`config.mk`:
```
export PLATFORM = sky130hd
export DESIGN_NAME = sliding_window_sender
export DESIGN_NICKNAME = d
export VERILOG_FILES = /design/src/rtl/core/swsnd_pkg.sv /design/src/rtl/core/swsnd_front.sv /design/src/rtl/core/swsnd_queue.sv /design/src/rtl/core/swsnd_back.sv /design/src/rtl/core/sliding_window_sender.sv
export SDC_FILE = /design/constraint.sdc
export NUM_CORES = 2
export LEC_CHECK = 0
export ABC_AREA = 1
export BUFFER_PORTS_ARGS = -buffer_cell sky130_fd_sc_hd__buf_2
export CORE_MARGIN = 5
export CORE_UTILIZATION = 60
export CTS_CLUSTER_SIZE = 28
export DETAILED_ROUTE_END_ITERATION = 10
export PLACE_DENSITY = 0.77
export SLEW_MARGIN = 20
export SYNTH_ARGS = -nofsm -noshare
export SYNTH_HDL_FRONTEND = slang
export SYNTH_SLANG_ARGS = --single-unit
export TNS_END_PERCENT = 100
```
`constraint.sdc`:
```
create_clock -name clock -period 9.2 [get_ports clock]
set_clock_uncertainty 0.1 [all_clocks]
set_input_delay 0.46 -clock clock [delete_from_list [all_inputs] [get_ports clock]]
set_output_delay 0.46 -clock clock [all_outputs]
set_load 0.05 [all_outputs]
```
`src/rtl/core/swsnd_pkg.sv`:
```
// swsnd_pkg: types and constants shared by the sliding window sender modules
// no dependencies; imported by every module of the block
`timescale 1ns / 1ps

package swsnd_pkg;

   localparam int WINDOW_MAX = 64;
   localparam int SLOT_W     = $clog2(WINDOW_MAX);
   localparam int WIN_W      = SLOT_W + 1;
   localparam int SEQ_W      = 16;
   localparam int BASE_W     = SEQ_W + 1;
   localparam int LEN_W      = 11;
   localparam int OFFSET_W   = 27;
   localparam int CSR_IDX_W  = 3;
   localparam int CSR_DATA_W = 16;

   localparam logic [1:0] OP_START   = 2'd0;
   localparam logic [1:0] OP_ACK     = 2'd1;
   localparam logic [1:0] OP_TIMEOUT = 2'd2;

   localparam logic [CSR_IDX_W-1:0] CSR_FLIGHT_LIMIT  = 3'd0;
   localparam logic [CSR_IDX_W-1:0] CSR_REPEAT_MODE   = 3'd1;
   localparam logic [CSR_IDX_W-1:0] CSR_TOTAL_PACKETS = 3'd2;
   localparam logic [CSR_IDX_W-1:0] CSR_PAYLOAD_SIZE  = 3'd3;
   localparam logic [CSR_IDX_W-1:0] CSR_LAST_LENGTH   = 3'd4;

   localparam logic [WIN_W-1:0]  FLIGHT_LIMIT_RESET = 7'd8;
   localparam logic              REPEAT_MODE_RESET  = 1'b1;
   localparam logic [SEQ_W-1:0]  TOTAL_RESET        = 16'd0;
   localparam logic [LEN_W-1:0]  PAYLOAD_SIZE_RESET = 11'd1450;
   localparam logic [LEN_W-1:0]  LAST_LENGTH_RESET  = 11'd1450;

   typedef struct packed {
      logic [1:0]        opcode;
      logic [BASE_W-1:0] ack_seq;
   } req_type;

   typedef struct packed {
      logic                send_valid;
      logic [SEQ_W-1:0]    send_seq;
      logic [OFFSET_W-1:0] byte_offset;
      logic [LEN_W-1:0]    byte_length;
      logic [BASE_W-1:0]   window_base;
      logic                ack_ignored;
      logic                transfer_done;
      logic                last;
   } rsp_type;

   typedef struct packed {
      logic [WIN_W-1:0] flight_limit;
      logic             repeat_mode;
      logic [SEQ_W-1:0] total_packets;
      logic [LEN_W-1:0] payload_size;
      logic [LEN_W-1:0] last_length;
   } cfg_type;

   // one burst order from the front to the back
   typedef struct packed {
      logic [BASE_W-1:0]     base;
      logic                  ignored;
      logic                  done;
      logic [WINDOW_MAX-1:0] mask;
   } cmd_type;

   typedef enum logic [1:0] {
      FE_IDLE,
      FE_SLIDE,
      FE_PUSH
   } fe_state_type;

endpackage

```
`src/rtl/core/swsnd_front.sv`:
```
// swsnd_front: takes events, updates window base and acked ring, builds burst orders
// depends on swsnd_pkg
`timescale 1ns / 1ps

module swsnd_front (
   input  logic               clock,
   input  logic               reset,
   input  swsnd_pkg::cfg_type cfg,
   input  logic               req_valid,
   output logic               req_stall,
   input  swsnd_pkg::req_type req_payload,
   output logic               cmd_valid,
   input  logic               cmd_ready,
   output swsnd_pkg::cmd_type cmd
);
   import swsnd_pkg::*;

   fe_state_type          state_ff, state_in;
   logic [BASE_W-1:0]     base_ff, base_in;
   logic [WINDOW_MAX-1:0] ring_ff, ring_in;
   logic                  send_ff, send_in;
   logic                  ign_ff, ign_in;

   logic [WIN_W-1:0]      w_eff;
   logic [BASE_W:0]       top_sum, tot_ext, top, ack_ext;
   logic [WIN_W-1:0]      adv;
   logic [WINDOW_MAX-1:0] clr_mask, rot, send_mask;
   logic [2*WINDOW_MAX-1:0] ring_dbl;
   logic [BASE_W-1:0]     tot_base, diff;
   logic [WIN_W-1:0]      lim;
   logic [SLOT_W-1:0]     slot_off;

   always_comb begin
      if (cfg.flight_limit == '0) begin
         w_eff = WIN_W'(1);
      end else if (cfg.flight_limit > WIN_W'(WINDOW_MAX)) begin
         w_eff = WIN_W'(WINDOW_MAX);
      end else begin
         w_eff = cfg.flight_limit;
      end
   end

   assign tot_base = {1'b0, cfg.total_packets};
   assign tot_ext  = {2'b00, cfg.total_packets};
   assign top_sum  = {1'b0, base_ff} + (BASE_W+1)'(w_eff);
   assign top      = (top_sum > tot_ext) ? tot_ext : top_sum;
   assign ack_ext  = {1'b0, req_payload.ack_seq};
   // go-back-n advance never exceeds one window, so the low bits hold it
   assign adv      = WIN_W'(req_payload.ack_seq - base_ff);

   always_comb begin
      for (int j = 0; j < WINDOW_MAX; j++) begin
         slot_off    = SLOT_W'(j) - base_ff[SLOT_W-1:0];
         clr_mask[j] = {1'b0, slot_off} < adv;
      end
   end

   // ring seen from the base slot onwards
   assign ring_dbl = {ring_ff, ring_ff} >> base_ff[SLOT_W-1:0];
   assign rot      = ring_dbl[WINDOW_MAX-1:0];
   assign diff     = tot_base - base_ff;

   always_comb begin
      if (base_ff >= tot_base) begin
         lim = '0;
      end else if (diff < BASE_W'(w_eff)) begin
         lim = WIN_W'(diff);
      end else begin
         lim = w_eff;
      end
      for (int i = 0; i < WINDOW_MAX; i++) begin
         send_mask[i] = (WIN_W'(i) < lim) && !(cfg.repeat_mode && rot[i]);
      end
   end

   always_comb begin
      cmd.base    = base_ff;
      cmd.ignored = ign_ff;
      cmd.done    = base_ff >= tot_base;
      cmd.mask    = send_ff ? send_mask : '0;
   end

   always_comb begin
      state_in  = state_ff;
      base_in   = base_ff;
      ring_in   = ring_ff;
      send_in   = send_ff;
      ign_in    = ign_ff;
      req_stall = 1'b1;
      cmd_valid = 1'b0;
      unique case (state_ff)
         FE_IDLE: begin
            req_stall = 1'b0;
            if (req_valid) begin
               send_in  = 1'b0;
               ign_in   = 1'b0;
               state_in = FE_PUSH;
               unique case (req_payload.opcode)
                  OP_START: begin
                     base_in = '0;
                     ring_in = '0;
                     send_in = 1'b1;
                  end
                  OP_ACK: begin
                     if (!cfg.repeat_mode) begin
                        if (req_payload.ack_seq > base_ff && ack_ext <= top) begin
                           base_in = req_payload.ack_seq;
                           ring_in = ring_ff & ~clr_mask;
                           send_in = 1'b1;
                        end else begin
                           ign_in = 1'b1;
                        end
                     end else begin
                        if (req_payload.ack_seq >= base_ff && ack_ext < top) begin
                           ring_in[req_payload.ack_seq[SLOT_W-1:0]] = 1'b1;
                           if (req_payload.ack_seq == base_ff) begin
                              send_in  = 1'b1;
                              state_in = FE_SLIDE;
                           end
                        end else begin
                           ign_in = 1'b1;
                        end
                     end
                  end
                  OP_TIMEOUT: begin
                     send_in = 1'b1;
                  end
                  default: begin
                  end
               endcase
            end
         end
         FE_SLIDE: begin
            // base walks past acked slots, one per cycle
            if (base_ff < tot_base && ring_ff[base_ff[SLOT_W-1:0]]) begin
               ring_in[base_ff[SLOT_W-1:0]] = 1'b0;
               base_in = base_ff + BASE_W'(1);
            end else begin
               state_in = FE_PUSH;
            end
         end
         FE_PUSH: begin
            cmd_valid = 1'b1;
            if (cmd_ready) begin
               state_in = FE_IDLE;
            end
         end
         default: begin
            state_in = FE_IDLE;
         end
      endcase
   end

   always_ff @(posedge clock) begin
      if (reset) begin
         state_ff <= FE_IDLE;
         base_ff  <= '0;
         ring_ff  <= '0;
         send_ff  <= 1'b0;
         ign_ff   <= 1'b0;
      end else begin
         state_ff <= state_in;
         base_ff  <= base_in;
         ring_ff  <= ring_in;
         send_ff  <= send_in;
         ign_ff   <= ign_in;
      end
   end

   a_push_returns_idle: assert property (@(posedge clock) disable iff (reset)
      (state_ff == FE_PUSH && cmd_ready) |=> (state_ff == FE_IDLE))
      else $error("front did not return to idle after handing over an order");

   a_slide_from_ack: assert property (@(posedge clock) disable iff (reset)
      (state_ff == FE_IDLE && state_in == FE_SLIDE) |->
      (req_valid && req_payload.opcode == OP_ACK && cfg.repeat_mode))
      else $error("slide entered without a selective ack");

endmodule

```
`src/rtl/core/swsnd_queue.sv`:
```
// swsnd_queue: short order queue between front and back
// depends on swsnd_pkg
`timescale 1ns / 1ps

module swsnd_queue #(
   parameter int QUEUE_DEPTH = 2
) (
   input  logic               clock,
   input  logic               reset,
   input  logic               push,
   output logic               push_ready,
   input  swsnd_pkg::cmd_type push_data,
   output logic               pop_valid,
   input  logic               pop,
   output swsnd_pkg::cmd_type pop_data
);
   import swsnd_pkg::*;

   localparam int PTR_W = $clog2(QUEUE_DEPTH);
   localparam int CNT_W = $clog2(QUEUE_DEPTH + 1);

   cmd_type            mem_ff [QUEUE_DEPTH];
   logic [PTR_W-1:0]   wr_ptr_ff, wr_ptr_in;
   logic [PTR_W-1:0]   rd_ptr_ff, rd_ptr_in;
   logic [CNT_W-1:0]   count_ff, count_in;
   logic               do_push, do_pop;

   assign push_ready = count_ff != CNT_W'(QUEUE_DEPTH);
   assign pop_valid  = count_ff != '0;
   assign pop_data   = mem_ff[rd_ptr_ff];
   assign do_push    = push && push_ready;
   assign do_pop     = pop && pop_valid;

   always_comb begin
      wr_ptr_in = wr_ptr_ff;
      rd_ptr_in = rd_ptr_ff;
      count_in  = count_ff;
      if (do_push) begin
         wr_ptr_in = (wr_ptr_ff == PTR_W'(QUEUE_DEPTH - 1)) ? '0 : wr_ptr_ff + PTR_W'(1);
      end
      if (do_pop) begin
         rd_ptr_in = (rd_ptr_ff == PTR_W'(QUEUE_DEPTH - 1)) ? '0 : rd_ptr_ff + PTR_W'(1);
      end
      if (do_push && !do_pop) begin
         count_in = count_ff + CNT_W'(1);
      end else if (do_pop && !do_push) begin
         count_in = count_ff - CNT_W'(1);
      end
   end

   always_ff @(posedge clock) begin
      if (do_push) begin
         mem_ff[wr_ptr_ff] <= push_data;
      end
   end

   always_ff @(posedge clock) begin
      if (reset) begin
         wr_ptr_ff <= '0;
         rd_ptr_ff <= '0;
         count_ff  <= '0;
      end else begin
         wr_ptr_ff <= wr_ptr_in;
         rd_ptr_ff <= rd_ptr_in;
         count_ff  <= count_in;
      end
   end

   a_count_bound: assert property (@(posedge clock) disable iff (reset)
      count_ff <= CNT_W'(QUEUE_DEPTH))
      else $error("order queue overfilled");

   a_count_step: assert property (@(posedge clock) disable iff (reset)
      (do_push && !do_pop) |=> (count_ff == $past(count_ff) + CNT_W'(1)))
      else $error("order queue count out of step with pushes");

endmodule

```
`src/rtl/core/swsnd_back.sv`:
```
// swsnd_back: walks one burst order slot by slot and emits send requests
// depends on swsnd_pkg
`timescale 1ns / 1ps

module swsnd_back (
   input  logic               clock,
   input  logic               reset,
   input  swsnd_pkg::cfg_type cfg,
   input  logic               cmd_valid,
   output logic               cmd_pop,
   input  swsnd_pkg::cmd_type cmd,
   output logic               rsp_valid,
   input  logic               rsp_stall,
   output swsnd_pkg::rsp_type rsp_payload
);
   import swsnd_pkg::*;

   logic              busy_ff, busy_in;
   cmd_type           cmd_ff, cmd_in;
   logic [SLOT_W-1:0] idx_ff, idx_in;
   logic [BASE_W-1:0] seq_ff, seq_in;
   logic              out_valid_ff, out_valid_in;
   rsp_type           out_ff, out_in;

   logic                  out_free;
   logic [WINDOW_MAX-1:0] upper;
   logic                  is_last;

   assign out_free  = !out_valid_ff || !rsp_stall;
   assign cmd_pop   = !busy_ff && cmd_valid;
   assign upper     = (cmd_ff.mask >> idx_ff) >> 1;
   assign is_last   = upper == '0;
   assign rsp_valid   = out_valid_ff;
   assign rsp_payload = out_ff;

   always_comb begin
      busy_in      = busy_ff;
      cmd_in       = cmd_ff;
      idx_in       = idx_ff;
      seq_in       = seq_ff;
      out_in       = out_ff;
      out_valid_in = out_valid_ff && rsp_stall;
      if (cmd_pop) begin
         busy_in = 1'b1;
         cmd_in  = cmd;
         idx_in  = '0;
         seq_in  = cmd.base;
      end else if (busy_ff) begin
         if (cmd_ff.mask == '0) begin
            // nothing to send: one status item
            if (out_free) begin
               out_valid_in          = 1'b1;
               out_in.send_valid     = 1'b0;
               out_in.send_seq       = '0;
               out_in.byte_offset    = '0;
               out_in.byte_length    = '0;
               out_in.window_base    = cmd_ff.base;
               out_in.ack_ignored    = cmd_ff.ignored;
               out_in.transfer_done  = cmd_ff.done;
               out_in.last           = 1'b1;
               busy_in               = 1'b0;
            end
         end else if (cmd_ff.mask[idx_ff]) begin
            if (out_free) begin
               out_valid_in          = 1'b1;
               out_in.send_valid     = 1'b1;
               out_in.send_seq       = seq_ff[SEQ_W-1:0];
               out_in.byte_offset    = OFFSET_W'(seq_ff[SEQ_W-1:0])
                                       * OFFSET_W'(cfg.payload_size);
               out_in.byte_length    = (seq_ff + BASE_W'(1) == {1'b0, cfg.total_packets})
                                       ? cfg.last_length : cfg.payload_size;
               out_in.window_base    = cmd_ff.base;
               out_in.ack_ignored    = 1'b0;
               out_in.transfer_done  = cmd_ff.done;
               out_in.last           = is_last;
               if (is_last) begin
                  busy_in = 1'b0;
               end else begin
                  idx_in = idx_ff + SLOT_W'(1);
                  seq_in = seq_ff + BASE_W'(1);
               end
            end
         end else begin
            // acked slot, skipped
            idx_in = idx_ff + SLOT_W'(1);
            seq_in = seq_ff + BASE_W'(1);
         end
      end
   end

   always_ff @(posedge clock) begin
      cmd_ff <= cmd_in;
      idx_ff <= idx_in;
      seq_ff <= seq_in;
      out_ff <= out_in;
   end

   always_ff @(posedge clock) begin
      if (reset) begin
         busy_ff      <= 1'b0;
         out_valid_ff <= 1'b0;
      end else begin
         busy_ff      <= busy_in;
         out_valid_ff <= out_valid_in;
      end
   end

   a_status_is_last: assert property (@(posedge clock) disable iff (reset)
      (out_valid_ff && !out_ff.send_valid) |-> out_ff.last)
      else $error("status item without last mark");

   a_pop_starts_burst: assert property (@(posedge clock) disable iff (reset)
      cmd_pop |=> (busy_ff && idx_ff == '0))
      else $error("burst did not start at the first slot");

endmodule

```
`src/rtl/core/sliding_window_sender.sv`:
```
// sliding_window_sender: top level, configuration registers, front, order queue, back
// depends on swsnd_pkg, swsnd_front, swsnd_queue, swsnd_back
//
//   channel  | direction | handshake            | payload
//   req_     | in        | req_valid/req_stall  | req_payload  (opcode, ack_seq)
//   rsp_     | out       | rsp_valid/rsp_stall  | rsp_payload  (one send request or status)
//   csr_     | in        | csr_wr_en            | csr_index, csr_wdata
//
// an event is taken in idle; a selective ack at the base slides the base past the acked
// run, and the front hands its order to the queue, waiting there while the queue is full
// the back loads an order, then walks the window slots in order up to the last packet sent,
// stepping over acked slots, or emits a lone status item; a stalled output holds each send
// throughput is set by the slower side; the queue lets the front run ahead of the back
// reset is synchronous; it restores register defaults, base zero and a clear ring
// rsp_stall holds the output register; the front keeps taking events until the queue fills
`timescale 1ns / 1ps

module sliding_window_sender #(
   parameter int QUEUE_DEPTH = 2
) (
   input  logic                                     clock,
   input  logic                                     reset,
   input  logic                                     req_valid,
   output logic                                     req_stall,
   input  swsnd_pkg::req_type                       req_payload,
   output logic                                     rsp_valid,
   input  logic                                     rsp_stall,
   output swsnd_pkg::rsp_type                       rsp_payload,
   input  logic                                     csr_wr_en,
   input  logic [swsnd_pkg::CSR_IDX_W-1:0]          csr_index,
   input  logic [swsnd_pkg::CSR_DATA_W-1:0]         csr_wdata
);
   import swsnd_pkg::*;

   cfg_type cfg_ff, cfg_in;
   logic    q_push, q_push_ready, q_pop_valid, q_pop;
   cmd_type q_push_data, q_pop_data;

   always_comb begin
      cfg_in = cfg_ff;
      if (csr_wr_en) begin
         unique case (csr_index)
            CSR_FLIGHT_LIMIT:  cfg_in.flight_limit  = csr_wdata[WIN_W-1:0];
            CSR_REPEAT_MODE:   cfg_in.repeat_mode   = csr_wdata[0];
            CSR_TOTAL_PACKETS: cfg_in.total_packets = csr_wdata[SEQ_W-1:0];
            CSR_PAYLOAD_SIZE:  cfg_in.payload_size  = csr_wdata[LEN_W-1:0];
            CSR_LAST_LENGTH:   cfg_in.last_length   = csr_wdata[LEN_W-1:0];
            default: begin
            end
         endcase
      end
   end

   always_ff @(posedge clock) begin
      if (reset) begin
         cfg_ff.flight_limit  <= FLIGHT_LIMIT_RESET;
         cfg_ff.repeat_mode   <= REPEAT_MODE_RESET;
         cfg_ff.total_packets <= TOTAL_RESET;
         cfg_ff.payload_size  <= PAYLOAD_SIZE_RESET;
         cfg_ff.last_length   <= LAST_LENGTH_RESET;
      end else begin
         cfg_ff <= cfg_in;
      end
   end

   swsnd_front u_front (
      .clock       (clock),
      .reset       (reset),
      .cfg         (cfg_ff),
      .req_valid   (req_valid),
      .req_stall   (req_stall),
      .req_payload (req_payload),
      .cmd_valid   (q_push),
      .cmd_ready   (q_push_ready),
      .cmd         (q_push_data)
   );

   swsnd_queue #(
      .QUEUE_DEPTH (QUEUE_DEPTH)
   ) u_queue (
      .clock      (clock),
      .reset      (reset),
      .push       (q_push),
      .push_ready (q_push_ready),
      .push_data  (q_push_data),
      .pop_valid  (q_pop_valid),
      .pop        (q_pop),
      .pop_data   (q_pop_data)
   );

   swsnd_back u_back (
      .clock       (clock),
      .reset       (reset),
      .cfg         (cfg_ff),
      .cmd_valid   (q_pop_valid),
      .cmd_pop     (q_pop),
      .cmd         (q_pop_data),
      .rsp_valid   (rsp_valid),
      .rsp_stall   (rsp_stall),
      .rsp_payload (rsp_payload)
   );

endmodule

```
==> impl_results.md <==
- Number of synthesized flops with an enable pin: about 340
- Startpoint types: register
- Clock period minus worst slack: 7910 ps
- RSZ-0062 raised after global routing: false
- Clk_lat worst skew: roughly 650 ps
- Antenna diodes: 0
- Die Area: 74,800 sq um
- Multi-input gate area: 25,000 sq um
- Worst Path Max Fanout: 45
- Dpl cells: ~6.4k
- DRC violations left: 0
- Core Box Area: between 60,000 and 70,000 sq um
- First-pass GRT wire length: 204 mm
- Initial antenna violation count: 0
- Synthesized area: ~42,000 sq um
- Yosys warning count: 0
- Final std cells w/o fill: roughly 6.5k
- Port bufs: around 120
- Die Width: 274 um
- Worst hold stages: 3
- Yosys reg bits: 485
- # setup viols final: 0
- Routed via count: slightly below 40k
- Status: completed
- Cell with the most instances after synthesis: nand2_1
- Drt initial violations: around 4.5k
- DP HPWL: about 96 mm
- Maximum clock rate: ~0.13 GHz
- Synth async-reset ratio: 0
- Fin. Hold Viols: 0
- Share of the yosys chip area belonging to registers: 0.315
- Synth Flop Type: edfxtp_1
- Max stage delay on crit path: roughly 600 ps
- Number of cell rows: 96
- Clk pin slew, worst setup/hold paths: ~70 ps
- Clock Tree Root: clkbuf_16
- Routed WL per cell: between 20 and 25 um
- WP data arrival: roughly 8400 ps
- Area Overhead vs Synth: 7.06%
- Synth Area in Compound Gates: 0.142
- Buf/Inv on CP: 3
- Syn_nets: a little over 6k
- Largest net degree at the start of global routing: roughly 120
- Hold path startpoint: csr_index[1]
- Crit Reg-Reg Startpoint: cfg_ff[43]$_SDFFE_PP0P_
- Rel. slew slack: 0.235
- Post-route ant nets: 0
- Nets: around 6.0k
- Number of fill cells in the layout: roughly 6k
- XOR/XNOR share of the synthesized area: 0.0183
- # Max-Cap Violations: 0
- Top cells by area, synth: edfxtp_1 25%, nand2_1 12%, ha_1 8.8%, dfxtp_1 6.9%, o21ai_0 6.4%
- Critical Path RT: a little under 10,000 ps
- GRT Overall Usage: 0.340
- Setup TNS: 0 ps
- R2R setup slack: between 1000 and 1500 ps
- Fin. max-slew vios: 0
- Total Routed Length: approximately 130 mm
- Via-to-Cell Ratio: around 6.0
- Total grt overflow: 0
- R2R Path End: u_front.ring_ff[25]$_SDFFE_PP0P_
- CTS Buffer Depth: 3
- Synth area leader: edfxtp_1
- Register area: roughly 13,000 sq um
- TritonCTS clock tree: built
- Share of cells above drive strength 1: 0.0849
- Post-synthesis mux area share: 0.0419
- Adder-Cell Fraction of Synth Area: 0.149
- Critical Path Stages: 40
- CP most frequent cell: nand2_1
- Area after DPL: about 43,000 sq um
- Clock sink count: 485
- Critical path class: register to register
- Number of global-route vias before repair: between 30k and 40k
- Gpl congestion: roughly 1
- Min Hold Slack: slightly below 30 ps
- Min-Delay Path Class: primary input to register
- Initial Util: 0.607
- Slowest-stage cell, CP: nand2_2
- # IOs: 120
- Crit. End Element: register
- Syn_area_per_cell: 7.45 sq um
- Combinational family with the most area after synthesis: simple AND/OR/NAND/NOR gates
- Gate Count Post-Synth: 5,591
- Simple-gate share of the synthesized area: 0.247
- Path depth of the worst reg2reg path: 40
- Die height: roughly 270 um
- H-tree levels: 2
- Post-synth top cells: 1,350 x nand2_1, 620 x inv_1, 529 x o21ai_0
- Final Cycle Share: 0.860
- Worst slew pin tran: ~1100 ps
- Share of the synthesized area in the top cell type: 0.246
- Post-layout instance area: about 45,000 sq um
- Yosys cell types: 66
- Worst hold endpoint: cfg_ff[38]$_SDFFE_PP1P_
- Num CTS Buffers: 53
- Family with the most delay on the worst path: simple AND/OR/NAND/NOR gates
- Drt first pass iters: 7
- Post-CTS Setup Inserts: 0
[worst max path at each step]
stage                                               start                                to  slack, ps
after floorplan           u_front.base_ff[2]$_SDFFE_PP0P_  u_front.ring_ff[45]$_SDFFE_PP0P_       2650
after global placement            cfg_ff[43]$_SDFFE_PP0P_  u_front.ring_ff[48]$_SDFFE_PP0P_       1640
after detailed placement          cfg_ff[43]$_SDFFE_PP0P_  u_front.ring_ff[18]$_SDFFE_PP0P_       1430
after CTS                         cfg_ff[43]$_SDFFE_PP0P_  u_front.ring_ff[25]$_SDFFE_PP0P_       1400
after global routing              cfg_ff[43]$_SDFFE_PP0P_  u_front.ring_ff[36]$_SDFFE_PP0P_        600
final                             cfg_ff[43]$_SDFFE_PP0P_  u_front.ring_ff[25]$_SDFFE_PP0P_       1290
[cell usage in the layout (no fill, tap or decap), types with 44 or more instances in the layout]
master	n
nand2_1	1350
inv_1	616
o21ai_0	529
nand3_1	500
nor2_1	361
a21oi_1	346
edfxtp_1	341
ha_1	292
dfxtp_1	134
fa_1	128
buf_2	119
mux2_2	83
mux2i_1	81
xor2_1	76
buf_4	62
clkbuf_16	54
nand4_1	44
o22ai_1	44
[registers in the layout, summed over array words and instances (netlist names), named ones only]
name and count:
u_queue.mem_ff 166, u_back.cmd_ff 83, u_back.rsp_payload 75, u_front.ring_ff 64, cfg_ff 46, u_back.seq_ff 17
u_front.base_ff 17, u_back.idx_ff 6, u_front.state_ff 2, u_queue.count_ff 2, u_back.busy_ff 1, u_back.rsp_valid 1
u_front.ign_ff 1, u_front.send_ff 1, u_queue.rd_ptr_ff 1, u_queue.wr_ptr_ff 1
[metrics by stage]
stage,setup slack [ps],utilization
6_report,1290,0.649
5_1_grt,604,0.649
4_1_cts,1400,0.649
3_5_place_dp,1430,0.623
3_3_place_gp,1640,0.623
2_1_floorplan,2650,-
[timing repair]
| action | 4_1_cts | 5_1_grt |
|---|---|---|
| gates resized for setup | 0 | 0 |
| hold buffers | 2 | 0 |
| hold endpoints to repair | 2 | 0 |
| setup endpoints to repair | 0 | 0 |
[routing by layer]
metal / track usage / vias up / routed length (um)
met4: 0.154 / 0 / 6740
met2: 0.539 / 2076 / 58100
met3: 0.0608 / 404 / 12400
li1: - / 18600 / -
met1: 0.458 / 18200 / 53300
met5: 0 / - / 0
[worst reg2reg max path: cells and delay by family (launching register included)]
kind,cells,cell delay (ps)
adder cells (fa/ha/maj),4,1200
AO/OA/AOI/OAI,8,1310
flip-flops,1,320
XOR/XNOR,1,230
AND/OR/NAND/NOR,24,4000
buffers and inverters,3,730
[cell type report]
class,count,share of cell area
clock buffers,61,0.0309
well taps,931,0.0261
repair buffers,183,0.0242
clock inverters,36,0.00920
multi-input cells,4176,0.561
flip-flops and latches,485,0.295
inverters,642,0.0540
[kinds of logic after synthesis]
family,Yosys count
fa+ha+maj,420
xor+xnor,87
simple gates,2414
other cells,1
compound gates,1090
buf+inv,930
mux,164
flops,485
Power is not shown: default switching activity piles up to over one toggle a cycle in this logic, so the estimate is an artifact.
